[config.mk]
export PLATFORM = sky130hd
export DESIGN_NAME = graph_coloring_enumerator_top
export DESIGN_NICKNAME = d
export VERILOG_FILES = /design/src/rtl/gce_pkg.sv /design/src/rtl/gce_ctrl.sv /design/src/rtl/gce_dp.sv /design/src/rtl/graph_coloring_enumerator_top.sv
export VERILOG_INCLUDE_DIRS = /design/src /design/src/rtl
export SDC_FILE = /design/constraint.sdc
export NUM_CORES = 1
export LEC_CHECK = 0
export ABC_AREA = 1
export BUFFER_PORTS_ARGS = -buffer_cell sky130_fd_sc_hd__buf_4
export CAP_MARGIN = 20
export CELL_PAD_IN_SITES_DETAIL_PLACEMENT = 0
export CELL_PAD_IN_SITES_GLOBAL_PLACEMENT = 1
export CORE_ASPECT_RATIO = 0.5
export CORE_MARGIN = 4
export CORE_UTILIZATION = 35
export DETAILED_ROUTE_END_ITERATION = 10
export PLACE_DENSITY = 0.77
export SETUP_SLACK_MARGIN = 0.1
export SLEW_MARGIN = 20
export SYNTH_ARGS = -nofsm -noshare
export SYNTH_HDL_FRONTEND = slang
export SYNTH_SLANG_ARGS = --single-unit
[constraint.sdc]
create_clock -name clk_i -period 6.4 [get_ports clk_i]
set_clock_uncertainty 0.1 [all_clocks]
set_input_delay 0.96 -clock clk_i [delete_from_list [all_inputs] [get_ports clk_i]]
set_output_delay 0.96 -clock clk_i [all_outputs]
set_load 0.02 [all_outputs]
[src/rtl/graph_coloring_enumerator_top_defines.svh]
// Assertion macros for the colouring enumerator.
`ifndef GRAPH_COLORING_ENUMERATOR_TOP_DEFINES_SVH
`define GRAPH_COLORING_ENUMERATOR_TOP_DEFINES_SVH

`ifndef SYNTH
// Implication in the same cycle.
`define GCE_ASSERT_NOW(lbl, ante, cons, msg) \
  lbl: assert property (@(posedge clk_i) disable iff (!rst_ni) (ante) |-> (cons)) \
    else $error(msg);
// Implication into the next cycle.
`define GCE_ASSERT_NEXT(lbl, ante, cons, msg) \
  lbl: assert property (@(posedge clk_i) disable iff (!rst_ni) (ante) |=> (cons)) \
    else $error(msg);
`else
`define GCE_ASSERT_NOW(lbl, ante, cons, msg)
`define GCE_ASSERT_NEXT(lbl, ante, cons, msg)
`endif

`endif

[src/rtl/gce_pkg.sv]
package gce_pkg;

  localparam int unsigned CountW   = 23;
  localparam int unsigned ColoringW = 24;

  localparam logic [CountW-1:0] CountMax = {CountW{1'b1}};

  // Request kinds
  localparam logic [1:0] KIND_LOAD    = 2'd0;
  localparam logic [1:0] KIND_RESTART = 2'd1;
  localparam logic [1:0] KIND_FIND    = 2'd2;

  // Result status codes
  localparam logic [1:0] ST_ACK       = 2'd0;
  localparam logic [1:0] ST_FOUND     = 2'd1;
  localparam logic [1:0] ST_EXHAUSTED = 2'd2;

  // Controller to datapath commands
  typedef struct packed {
    logic load_row;   // write one adjacency row
    logic restart;    // clear colours, depth, flag and count
    logic ack;        // reply with an acknowledge word
    logic reply_exh;  // reply exhausted without searching
    logic resume;     // pick the vertex to resume from
    logic enter;      // open the current vertex: candidate after its colour, clear colour
    logic place_fwd;  // place candidate, move down one vertex
    logic place_fin;  // place candidate on the last vertex, count, reply found
    logic retreat;    // move back one vertex
    logic give_up;    // mark exhausted, reply exhausted
    logic next_col;   // try the next colour
  } gce_cmd_t;

  // Datapath to controller status
  typedef struct packed {
    logic exhausted;
    logic cand_over;  // candidate above the colour count
    logic allowed;    // candidate clashes with no neighbour
    logic d_zero;
    logic d_last;
  } gce_stat_t;

endpackage

[src/rtl/gce_ctrl.sv]
module gce_ctrl
  import gce_pkg::*;
(
  input  logic      clk_i,
  input  logic      rst_ni,
  input  logic      start,
  input  logic [1:0] kind_i,
  input  gce_stat_t stat_i,
  output logic      busy,
  output gce_cmd_t  cmd_o
);

  localparam logic [1:0] S_IDLE  = 2'd0;
  localparam logic [1:0] S_ENTER = 2'd1;
  localparam logic [1:0] S_TRY   = 2'd2;

  logic [1:0] state_q, state_d;

  always_comb begin
    state_d = state_q;
    cmd_o   = '0;
    unique case (state_q)
      S_IDLE: begin
        if (start) begin
          unique case (kind_i)
            KIND_LOAD: begin
              cmd_o.load_row = 1'b1;
              cmd_o.ack      = 1'b1;
            end
            KIND_RESTART: begin
              cmd_o.restart = 1'b1;
              cmd_o.ack     = 1'b1;
            end
            KIND_FIND: begin
              if (stat_i.exhausted) begin
                cmd_o.reply_exh = 1'b1;
              end else begin
                cmd_o.resume = 1'b1;
                state_d      = S_ENTER;
              end
            end
            default: cmd_o.ack = 1'b1;
          endcase
        end
      end
      S_ENTER: begin
        cmd_o.enter = 1'b1;
        state_d     = S_TRY;
      end
      S_TRY: begin
        priority if (stat_i.cand_over) begin
          if (stat_i.d_zero) begin
            cmd_o.give_up = 1'b1;
            state_d       = S_IDLE;
          end else begin
            cmd_o.retreat = 1'b1;
            state_d       = S_ENTER;
          end
        end else if (stat_i.allowed) begin
          if (stat_i.d_last) begin
            cmd_o.place_fin = 1'b1;
            state_d         = S_IDLE;
          end else begin
            cmd_o.place_fwd = 1'b1;
            state_d         = S_ENTER;
          end
        end else begin
          cmd_o.next_col = 1'b1;
        end
      end
      default: state_d = S_IDLE;
    endcase
  end

  always_ff @(posedge clk_i or negedge rst_ni) begin
    if (!rst_ni) begin
      state_q <= S_IDLE;
    end else begin
      state_q <= state_d;
    end
  end

  assign busy = (state_q != S_IDLE);

endmodule

[src/rtl/gce_dp.sv]
module gce_dp
  import gce_pkg::*;
#(
  parameter int unsigned VERTICES = 8
) (
  input  logic                 clk_i,
  input  logic                 rst_ni,
  input  gce_cmd_t             cmd_i,
  input  logic [2:0]           vertex_i,
  input  logic [7:0]           neighbours_i,
  input  logic                 cfg_valid_i,
  input  logic [2:0]           cfg_data_i,
  output gce_stat_t            stat_o,
  output logic                 done_o,
  output logic [1:0]           status_o,
  output logic [ColoringW-1:0] coloring_o,
  output logic [CountW-1:0]    solution_count_o
);

  localparam int unsigned IW = $clog2(VERTICES);
  localparam int unsigned DW = $clog2(VERTICES + 1);

  logic [VERTICES-1:0] adj_q [VERTICES];
  logic [2:0]          vc_q  [VERTICES];
  logic [2:0]          vc_d  [VERTICES];
  logic [IW-1:0]       d_q, d_d;
  logic [DW-1:0]       depth_q, depth_d;
  logic                exh_q, exh_d;
  logic [CountW-1:0]   count_q, count_d;
  logic [3:0]          cand_q, cand_d;
  logic [2:0]          color_count_q;
  logic                done_q;
  logic [1:0]          status_q;
  logic [ColoringW-1:0] coloring_q, packed_d;
  logic                respond;
  logic                clash;
  logic                row_ok;

  assign row_ok  = ({1'b0, vertex_i} < 4'(VERTICES));
  assign respond = cmd_i.ack | cmd_i.reply_exh | cmd_i.place_fin | cmd_i.give_up;

  // Candidate against every neighbour of the current vertex at once.
  always_comb begin
    clash = 1'b0;
    for (int k = 0; k < VERTICES; k++) begin
      if (adj_q[d_q][k] && ({1'b0, vc_q[k]} == cand_q)) clash = 1'b1;
    end
  end

  assign stat_o.exhausted = exh_q;
  assign stat_o.cand_over = (cand_q > {1'b0, color_count_q});
  assign stat_o.allowed   = !clash;
  assign stat_o.d_zero    = (d_q == '0);
  assign stat_o.d_last    = (d_q == IW'(VERTICES - 1));

  always_comb begin
    vc_d    = vc_q;
    d_d     = d_q;
    depth_d = depth_q;
    exh_d   = exh_q;
    count_d = count_q;
    cand_d  = cand_q;
    if (cmd_i.restart) begin
      for (int k = 0; k < VERTICES; k++) vc_d[k] = '0;
      depth_d = '0;
      exh_d   = 1'b0;
      count_d = '0;
    end
    if (cmd_i.resume) begin
      d_d = (depth_q >= DW'(VERTICES)) ? IW'(VERTICES - 1) : depth_q[IW-1:0];
    end
    if (cmd_i.enter) begin
      cand_d     = {1'b0, vc_q[d_q]} + 4'd1;
      vc_d[d_q]  = '0;
    end
    if (cmd_i.next_col) cand_d = cand_q + 4'd1;
    if (cmd_i.place_fwd || cmd_i.place_fin) vc_d[d_q] = cand_q[2:0];
    if (cmd_i.place_fwd) d_d = d_q + IW'(1);
    if (cmd_i.retreat) d_d = d_q - IW'(1);
    if (cmd_i.place_fin) begin
      depth_d = DW'(VERTICES);
      if (count_q != CountMax) count_d = count_q + CountW'(1);
    end
    if (cmd_i.give_up) begin
      depth_d = '0;
      exh_d   = 1'b1;
    end
  end

  always_comb begin
    packed_d = '0;
    for (int k = 0; k < VERTICES; k++) packed_d[3*k +: 3] = vc_d[k];
  end

  always_ff @(posedge clk_i or negedge rst_ni) begin
    if (!rst_ni) begin
      for (int k = 0; k < VERTICES; k++) begin
        adj_q[k] <= '0;
        vc_q[k]  <= '0;
      end
      d_q           <= '0;
      depth_q       <= '0;
      exh_q         <= 1'b0;
      count_q       <= '0;
      cand_q        <= '0;
      color_count_q <= 3'd3;
      done_q        <= 1'b0;
    end else begin
      if (cmd_i.load_row && row_ok) begin
        adj_q[vertex_i[IW-1:0]] <= neighbours_i[VERTICES-1:0];
      end
      vc_q    <= vc_d;
      d_q     <= d_d;
      depth_q <= depth_d;
      exh_q   <= exh_d;
      count_q <= count_d;
      cand_q  <= cand_d;
      if (cfg_valid_i) color_count_q <= cfg_data_i;
      done_q  <= respond;
    end
  end

  always_ff @(posedge clk_i) begin
    if (respond) begin
      priority if (cmd_i.place_fin) begin
        status_q   <= ST_FOUND;
        coloring_q <= packed_d;
      end else if (cmd_i.give_up || cmd_i.reply_exh) begin
        status_q   <= ST_EXHAUSTED;
        coloring_q <= '0;
      end else begin
        status_q   <= ST_ACK;
        coloring_q <= '0;
      end
    end
  end

  assign done_o           = done_q;
  assign status_o         = status_q;
  assign coloring_o       = coloring_q;
  assign solution_count_o = count_q;

endmodule

[src/rtl/graph_coloring_enumerator_top.sv]
// Latency: load, restart, unknown words and a find once exhausted strobe done_o the cycle after.
// A find strobes done_o once its search ends; each vertex visit opens the vertex, then checks
// candidates, the one past the colour count included, in the single colour-trial step of the
// datapath (one candidate colour checked per cycle while in the trial state).
// Throughput: start is taken again in the cycle done_o strobes; the receiver cannot stall.
// Reset (rst_ni low, asynchronous): no edges, all vertices uncoloured, count zero, 3 colours.
`include "graph_coloring_enumerator_top_defines.svh"

module graph_coloring_enumerator_top
  import gce_pkg::*;
#(
  parameter int unsigned VERTICES = 8
) (
  input  logic                 clk_i,
  input  logic                 rst_ni,
  // command word
  input  logic                 start,
  output logic                 busy,
  input  logic [1:0]           kind_i,
  input  logic [2:0]           vertex_i,
  input  logic [7:0]           neighbours_i,
  // colour count register
  input  logic                 cfg_valid_i,
  output logic                 cfg_ready_o,
  input  logic [2:0]           cfg_data_i,
  // result word, one cycle per strobe
  output logic                 done_o,
  output logic [1:0]           status_o,
  output logic [ColoringW-1:0] coloring_o,
  output logic [CountW-1:0]    solution_count_o
);

  gce_cmd_t  cmd;
  gce_stat_t stat;

  // Writes should land only while idle; the block does not enforce it, and the register is always ready.
  assign cfg_ready_o = 1'b1;

  // Sequencer: decode the word, then walk the search one colour trial at a time.
  gce_ctrl u_ctrl (
    .clk_i  (clk_i),
    .rst_ni (rst_ni),
    .start  (start),
    .kind_i (kind_i),
    .stat_i (stat),
    .busy   (busy),
    .cmd_o  (cmd)
  );

  // Datapath: adjacency rows, vertex colours, depth, count and the result word.
  gce_dp #(
    .VERTICES (VERTICES)
  ) u_dp (
    .clk_i            (clk_i),
    .rst_ni           (rst_ni),
    .cmd_i            (cmd),
    .vertex_i         (vertex_i),
    .neighbours_i     (neighbours_i),
    .cfg_valid_i      (cfg_valid_i),
    .cfg_data_i       (cfg_data_i),
    .stat_o           (stat),
    .done_o           (done_o),
    .status_o         (status_o),
    .coloring_o       (coloring_o),
    .solution_count_o (solution_count_o)
  );

  // A result only ever follows a word taken or a search under way.
  `GCE_ASSERT_NOW(a_done_has_cause, done_o, $past(busy) || $past(start), "result without a word")
  // The search has stopped by the time its result strobes.
  `GCE_ASSERT_NOW(a_done_idle, done_o, !busy, "result while still searching")
  // A colouring found means the count has moved off zero.
  `GCE_ASSERT_NOW(a_found_count, done_o && status_o == ST_FOUND, solution_count_o != '0, "zero count")
  // Only a found word carries a colouring.
  `GCE_ASSERT_NOW(a_coloring_zero, done_o && status_o != ST_FOUND, coloring_o == '0, "stray colour")

endmodule
==> flow_summary.ini, run 1 <==
[power]
comb_power_share_pct = 38.5
powerDensity_nw_per_um2 = 412
swShare_pct = 41.3
clockPowerShare_pct = 25.8
power_mw = 4.00
p_sw_mw = 1.65
irDropWorstVdd_uv = 206
p_int_mw = 2.35
p_leak_nw = 4.59
p_seq_share_pct = 35.8

[place]
gp_congestion = 0.884
post-place-cells = 1459
port_buffers = 70
dpl_cell_area_um2 = 9110
dpl.hpwl_um = 16700
pre_cts_ws_ps = 2490

[global_route]
antenna_found_initial = 0
grt_usage_pct = 19.3
grt_max_degree = 68
grt_pass1_wl_um = 39700
grt_pass1_vias = 7404
overflow = 0

[clock_tree]
holdBufCountCts = 0
cts.sinks = 152
postCtsSetupBuffers = 0
post_cts_resized = 0
clkTransAtPathRegs_ps = 60
h-tree-depth = 4
cts_buffer_depth = 2
cts-root-buf = clkbuf_16
clk-insertion-delay-late_ps = 440
cts_tree = yes
cts-buffers-inserted = 17

[drt]
viasPerCell = 5.10
drc = 0
first_pass_iters = 7
avgRoutedWirePerCell_um = 16.3
routed_wl_um = 24200
num_vias = 7603
ant_nets = 0
drtIter0Drc = 670

[synthesis]
synthSimpleGateAreaFrac_pct = 28.4
synth_mux_area_share_pct = 0.135
synth_xor_area_share_pct = 1.89
synthAdderAreaFrac_pct = 1.35
ys_ff_latch = 152
synth.most_common_cell = nand2_1
synth_edf_count = 26
ys_types = 38
synth_top_family_by_area = simple AND/OR/NAND/NOR gates
synth_compound_area_share_pct = 11.7
yosysWarnings = 0
netlist_instances = 1116
synth.cell_area_um2 = 8340
synth-async-reset-ratio_pct = 82.9
synth_nets = 1145
synth_ff_type = dfrtp_1
synth_top_cell_by_area = dfrtp_1
synthTopCellsByArea = dfrtp_1, nand2_1, edfxtp_1
yosys-top-cells-count = nand2_1, inv_1, dfrtp_1
synth-seq-area-share_pct = 47.2
yosysTopAreaCellShare_pct = 37.2
avgSynthCellArea_um2 = 7.48

[worst_setup_path]
critPathTopFamily = buffers and inverters
crit_buf_inv = 5
path_class = flop to flop
worst_path_most_repeated_cell = nand2_1
slowest_stage = inv_2
worstPathArrival_ps = 4180
cp.required_ps = 6650
start_kind = flop
cp_slowest_stage_delay_ps = 410
worstPathMaxFanout = 41
end_kind = flop
path_cells = buf_4 -> inv_2 -> nand2_1 -> nand3_1 -> nand2_1 -> o21ai_1 -> nand2_1 -> nor2_2 -> nand3_2 -> buf_4 -> clkinv_2 -> nand2_2 -> buf_4 -> nand2_1 -> o21ai_0

[floorplanning]
die_x_um = 226
die_h_um = 117
die_area_um2 = 26500
core-area_um2 = 23100
io_pins = 72
start_util_pct = 36.1
rows = 39

[timing]
period_share_pct = 61.3
hold_viol = 0
finalCriticalPeriod_ps = 3930
max_freq_mhz = 255
max_slew_margin_pct = 40.7
slew_violations = 0
setup_viol = 0
finalSetupTns_ps = 0
worst_slack_ps = 2470
worst_pin_slew_ps = 889
rsz0062_at_grt = false
worst_hold_slack_ps = 378

[layout]
final_cell_area_um2 = 9710
seq_area_um2 = 3940
finalCoreUtilization_pct = 42.0
syn_to_final_growth_pct = 16.3
final_nets = 1200
multi_input_area_um2 = 3640
instances_no_fill = 1491
drive_gt1_share_pct = 11.0
diodes = 0
n_fill_cell = 2381

[flow_run]
drv_cap = 0

[worst_hold_path]
min_path_type = flop to flop

[outcome]
status = finished clean
-- worst reg2reg max path, cell delays in order, from the launching register on --
cell      delay (ps)
dfrtp_1          320
buf_4            390
inv_2            440
nand2_1          180
nand3_1           80
nand2_1          210
o21ai_1          100
nand2_1           80
nor2_2            50
nand3_2           50
buf_4            270
clkinv_2         380
nand2_2          390
buf_4            370
nand2_1          230
o21ai_0          210
-- final timing paths --
| check | startpoint | end | slack (ps) | cells past startpoint |
|---|---|---|---|---|
| min in group asynchronous | rst_ni | u_dp.adj_q[54] | 520 | 1 |
| hold reg to reg | u_dp.adj_q[7] | u_dp.adj_q[7] | 380 | 2 |
| max in group asynchronous | rst_ni | u_dp.adj_q[21] | 4270 | 2 |
| hold / removal | u_dp.adj_q[7] | u_dp.adj_q[7] | 380 | 2 |
| setup / recovery | u_dp.d_q[0] | u_dp.solution_count_o[13] | 2470 | 15 |
| setup reg to reg | u_dp.d_q[0] | u_dp.solution_count_o[13] | 2470 | 15 |
-- routing by layer --
layer  up-vias  track usage [%]  routed length (µm)
met4         0             6.08                 411
met5         -                0                   0
met3        31             4.86                1570
li1       3727                -                   -
met2       235             30.0               10700
met1      3610             26.7               11500
-- power by group through the flow --
stage	combinational, mW	clock [mW]	sequential, mW
finish	1.54	1.03	1.43
global route	1.76	1.10	1.46
CTS	1.55	1.06	1.43
detailed placement	1.54	0	1.44
global placement	1.53	0	1.44
floorplan	1.06	0	1.43
-- layout by cell type, fill, tap and decap left out, types with 9 or more instances in the layout --
master	n
a21oi_1	39
o21ai_0	111
nand2_1	340
xor2_1	9
nand3_1	97
xnor2_1	9
edfxtp_1	26
o22ai_1	11
nor2_1	47
ha_1	9
o21ai_1	9
inv_1	147
dfrtp_1	124
clkbuf_16	17
nand4_1	20
buf_4	78
nor3_1	33
-- layout make-up --
| class | instances | share of cell area (%) |
|---|---|---|
| repair buffers | 78 | 6.03 |
| clock inverters | 13 | 1.57 |
| clock buffers | 19 | 4.56 |
| inverters | 151 | 5.85 |
| flip-flops and latches | 152 | 40.6 |
| multi-input cells | 771 | 37.5 |
| well taps | 307 | 3.96 |
-- flip-flops by register name, summed over array words and instances (netlist names) --
name                   cells
u_dp.exh_q                 1
u_dp.depth_q               1
u_dp.status_o              2
u_ctrl.state_q             2
u_dp.solution_count_o     23
u_dp.coloring_o           24
u_dp.cand_q                4
u_dp.vc_q                 24
u_dp.color_count_q         3
u_dp.done_o                1
u_dp.d_q                   3
u_dp.adj_q                64
-- cell families after synthesis --
logic type                 after synthesis
AOI/OAI and AO/OA                      184
xor gates and xnor gates                18
adders and majority gates                9
buffers and inverters                  193
DFF                                    152
muxes                                    1
other                                    1
and+or+nand+nor                        558
Power figures use the tool's default switching activity.
==> inputs of run 2 (changes only) <==
Clock period 6.4 ns to 4 ns, I/O delays scaled along.
==> run 2 against run 1 <==
  * Combinational power up 60%
  * Wire length down 0.24%
  * Flip-flop and latch count unchanged
  * Final cell count up 0.34%
  * First-iteration DRC count down 7.5%
  * Largest cell class unchanged
==> flow_summary.ini, run 2 (synthesis results as in run 1) <==
[worst_setup_path]
worstPathMaxFanout = 24
cp.required_ps = 4250
worstPathArrival_ps = 3550
end_kind = flop
start_kind = flop
path_class = flop to flop

[timing]
setup_viol = 0
worst_pin_slew_ps = 850
worst_hold_slack_ps = 142
period_share_pct = 82.5
finalCriticalPeriod_ps = 3300
rsz0062_at_grt = false
hold_viol = 0
max_freq_mhz = 303
slew_violations = 0
finalSetupTns_ps = 0
max_slew_margin_pct = 43.3

[layout]
diodes = 0
final_common_cell = nand2_1
drive_gt1_share_pct = 11.2
regMostFlops = u_dp.adj_q
largest_reg_flops = 64
syn_to_final_growth_pct = 17.1
n_fill_cell = 2428
final_nets = 1205
final_cell_mix = nand2_1, inv_1, dfrtp_1

[drt]
first_pass_iters = 5
num_vias = 7477
drtIter0Drc = 620
avgRoutedWirePerCell_um = 16.2
drc = 0
routed_wl_um = 24200
ant_nets = 0
viasPerCell = 5.00

[global_route]
antenna_found_initial = 0
grt_pass1_wl_um = 39000
grt_max_degree = 66
grt_usage_pct = 19.0
overflow = 0
grt_pass1_vias = 7181

[clock_tree]
postCtsSetupBuffers = 0
clkTransAtPathRegs_ps = 60
cts_tree = yes
h-tree-depth = 4
cts.sinks = 152
cts_buffer_depth = 2
cts-buffers-inserted = 17
post_cts_resized = 0
holdBufCountCts = 0
cts-root-buf = clkbuf_16
clk-insertion-delay-late_ps = 450

[power]
p_leak_nw = 4.63
swShare_pct = 40.9
irDropWorstVdd_uv = 372
p_int_mw = 3.80
powerDensity_nw_per_um2 = 658
clockPowerShare_pct = 25.9
p_seq_share_pct = 35.6
p_sw_mw = 2.63
comb_power_share_pct = 38.5

[worst_hold_path]
min_path_type = input port to asynchronous set/reset pin

[floorplanning]
die_x_um = 226
die_h_um = 117
rows = 39
core-area_um2 = 23100
die_area_um2 = 26500
start_util_pct = 36.1
io_pins = 72

[flow_run]
drv_cap = 0

[outcome]
status = finished clean

[place]
dpl.hpwl_um = 16700
port_buffers = 70
gp_congestion = 0.891
[run 2: critical path, cell delays in order (launching register included)]
cell	delay [ps]
dfrtp_1	590
inv_1	450
ha_1	330
inv_1	50
a21oi_1	50
o21ai_0	230
nand2_1	110
nand2_1	140
inv_1	120
nand3_2	110
clkinv_2	60
nand2_2	60
buf_4	290
nand2_1	250
o21ai_0	250
[run 2: cell type report]
type                    count  area, µm²  share of cell area (%)
clock buffers              25        517                    5.29
clock inverters             7       88.8                   0.910
inverters                 151        568                    5.82
multi-input cells         771       3640                    37.2
flip-flops and latches    152       3940                    40.3
well taps                 307        384                    3.93
repair buffers             83        636                    6.51
[run 2: stage by stage]
stage	instance area (µm²)	worst slack (ps)	util (%)	std cells	total power [mW]
2_1_floorplan	8340	660	-	1116	3.99
3_3_place_gp	9160	829	39.6	1464	4.76
3_5_place_dp	9160	809	39.6	1464	4.79
4_1_cts	9770	800	42.2	1496	6.47
5_1_grt	9770	421	42.2	1496	6.92
6_report	9770	702	42.2	1496	6.43
[run 2: power by group through the flow]
stage	registers, mW	clock network [mW]	logic (mW)
2_1_floorplan	2.29	0	1.70
3_3_place_gp	2.31	0	2.46
3_5_place_dp	2.31	0	2.48
4_1_cts	2.29	1.70	2.49
5_1_grt	2.34	1.77	2.82
6_report	2.29	1.66	2.47
[run 2: layer usage]
metal	vias to the layer above	global-route usage (%)	share of wire, %	wire [µm]
met5	-	0	0	0
met4	0	5.96	1.7	404
met3	27	3.74	4.9	1200
met2	187	29.3	44	10600
met1	3537	27.3	50	12000
li1	3726	-	-	-
[run 2: path summary, 6_finish.rpt]
check                          startpoint                         to  slack, ps  cells after the start
max                        u_dp.cand_q[0]  u_dp.solution_count_o[13]        700                     14
min                                rst_ni             u_dp.adj_q[35]        140                      1
max reg2reg                u_dp.cand_q[0]  u_dp.solution_count_o[13]        700                     14
min reg2reg                 u_dp.adj_q[7]              u_dp.adj_q[7]        380                      2
max in group asynchronous          rst_ni      u_dp.color_count_q[1]       2780                      2
min in group clk_i            cfg_valid_i      u_dp.color_count_q[1]        260                      2
==> inputs of run 3 (changes only) <==
Clock period 4 ns to 3.21 ns, I/O delays scaled along.
==> run 3 against run 2 <==
  * Sequential share of layout area fell by 1.3 points
  * Power rose by 32%
  * Fmax rose by 15%
  * Final area rose by 3.5%
  * Register-to-register slack got worse by 360 ps
  * Worst hold slack got worse by 8.9 ps
  * Via count rose by 1.9%
  * Largest cell class unchanged
==> flow_summary.ini, run 3 (synthesis results as in run 1) <==
[worst_setup_path]
crit_buf_inv = 6
regToRegSetupSlack_ps = 340
end_kind = flop
worstPathArrival_ps = 3130
path_cells = clkinvlp_4 -> buf_4 -> buf_4 -> nand2_1 -> nand3_1 -> nor2_2 -> o21ai_1 -> nand2_1 -> nor2_2 -> nand3_2 -> buf_8 -> clkinv_2 -> nand2_2 -> buf_8 -> nand2_2 -> o21ai_0
cp.required_ps = 3470
startpoint = u_dp.cand_q[1]
slowest_stage = dfrtp_1
r2r-end = u_dp.solution_count_o[14]
reg2regPathDepth = 16
cp.depth = 16
start_kind = flop
cp-endpoint = u_dp.solution_count_o[14]
cp_slowest_stage_delay_ps = 430
worstPathMaxFanout = 25
path_class = flop to flop
critPathTopFamily = buffers and inverters
rr_startpoint = u_dp.cand_q[1]

[layout]
final_cell_mix = nand2_1, inv_1, dfrtp_1
final_nets = 1232
syn_to_final_growth_pct = 21.1
regMostFlops = u_dp.adj_q
diodes = 0
drive_gt1_share_pct = 14.0
largest_reg_flops = 64
final_common_cell = nand2_1
instances_no_fill = 1523

[global_route]
grt_max_degree = 60
grt_usage_pct = 19.4
antenna_found_initial = 0
grt_pass1_vias = 7348
grt_pass1_wl_um = 40000
overflow = 0

[power]
powerDensity_nw_per_um2 = 841
irDropWorstVdd_uv = 540
p_leak_nw = 4.78

[timing]
max_freq_mhz = 348
worst_pin_slew_ps = 673
hold_viol = 0
setup_viol = 0
finalCriticalPeriod_ps = 2870
period_share_pct = 89.4
worst_slack_ps = 340
rsz0062_at_grt = false
max_slew_margin_pct = 54.9
slew_violations = 0

[place]
pre_cts_ws_ps = -45.1
dpl.hpwl_um = 17100
post-place-cells = 1486
port_buffers = 70
gp_congestion = 0.889

[floorplanning]
io_pins = 72
die_h_um = 117
die_x_um = 226
rows = 39
die_area_um2 = 26500
core-area_um2 = 23100
start_util_pct = 36.1

[clock_tree]
cts-buffers-inserted = 17
cts.sinks = 152
cts-root-buf = clkbuf_16
cts_tree = yes
clk-insertion-delay-late_ps = 450
cts_buffer_depth = 2
clkTransAtPathRegs_ps = 60
h-tree-depth = 4

[outcome]
status = finished clean

[flow_run]
drv_cap = 0

[drt]
ant_nets = 0
first_pass_iters = 5
avgRoutedWirePerCell_um = 16.0
drtIter0Drc = 562
viasPerCell = 5.00
routed_wl_um = 24400
num_vias = 7618
drc = 0

[worst_hold_path]
min_path_type = input port to flop
run 3: cell count changes in the layout (fill, tap and decap cells not counted), sizes merged:
| cell | delta |
|---|---|
| clkinvlp | +3 |
| clkinv | +1 |
| dlygate4sd3 | +1 |
| bufinv | +4 |
| buf | +26 |
| inv | -2 |
| clkbuf | -6 |
run 3: worst min path at each step:
stage | start | to | cells past startpoint
6_report | cfg_valid_i | u_dp.color_count_q[1] | 2
3_5_place_dp | u_dp.adj_q[26] | u_dp.adj_q[26] | 2
4_1_cts | cfg_valid_i | u_dp.color_count_q[1] | 2
3_3_place_gp | u_dp.adj_q[4] | u_dp.adj_q[4] | 2
2_1_floorplan | rst_ni | u_ctrl.state_q[0] | 0
5_1_grt | cfg_valid_i | u_dp.color_count_q[1] | 2
run 3: per-layer routing:
layer / global-route usage (%) / share of wire (%) / routed length, µm
met1: 27.9 / 49 / 12000
met4: 6.12 / 1.2 / 300
met5: 0 / 0 / 0
met3: 4.11 / 5.4 / 1310
met2: 29.7 / 44 / 10700
run 3: through the flow:
step / hold WS, ps / instance area (µm²) / setup TNS (ps) / util [%] / power, mW
after floorplan: 85.9 / 8350 / 0 / - / 4.97
after global placement: 360 / 9350 / -78.1 / 40.4 / 6.10
after detailed placement: 366 / 9360 / -45.1 / 40.4 / 6.13
after CTS: 110 / 10100 / 0 / 43.5 / 8.51
after global routing: 136 / 10100 / 0 / 43.7 / 9.15
final: 133 / 10100 / 0 / 43.7 / 8.50
run 3: power by group:
| group | internal [mW] | switching [mW] |
|---|---|---|
| clock | 1.47 | 0.849 |
| sequential | 2.46 | 0.359 |
| combinational | 1.19 | 2.16 |
run 3: timing repair:
item,4_1_cts,5_1_grt
hold buffers,1,0
endpoints found under the setup margin,7,22
setup buffers,2,2
gates resized for setup,5,7
hold endpoints to repair,41,0
run 3: layout make-up:
cell class	instances	area (µm²)
Fill cell	2320	13000
Sequential cell	152	3940
Multi-Input combinational cell	771	3660
Timing Repair Buffer	110	881
Inverter	151	576
Clock buffer	19	443
Tap cell	307	384
Clock inverter	13	225
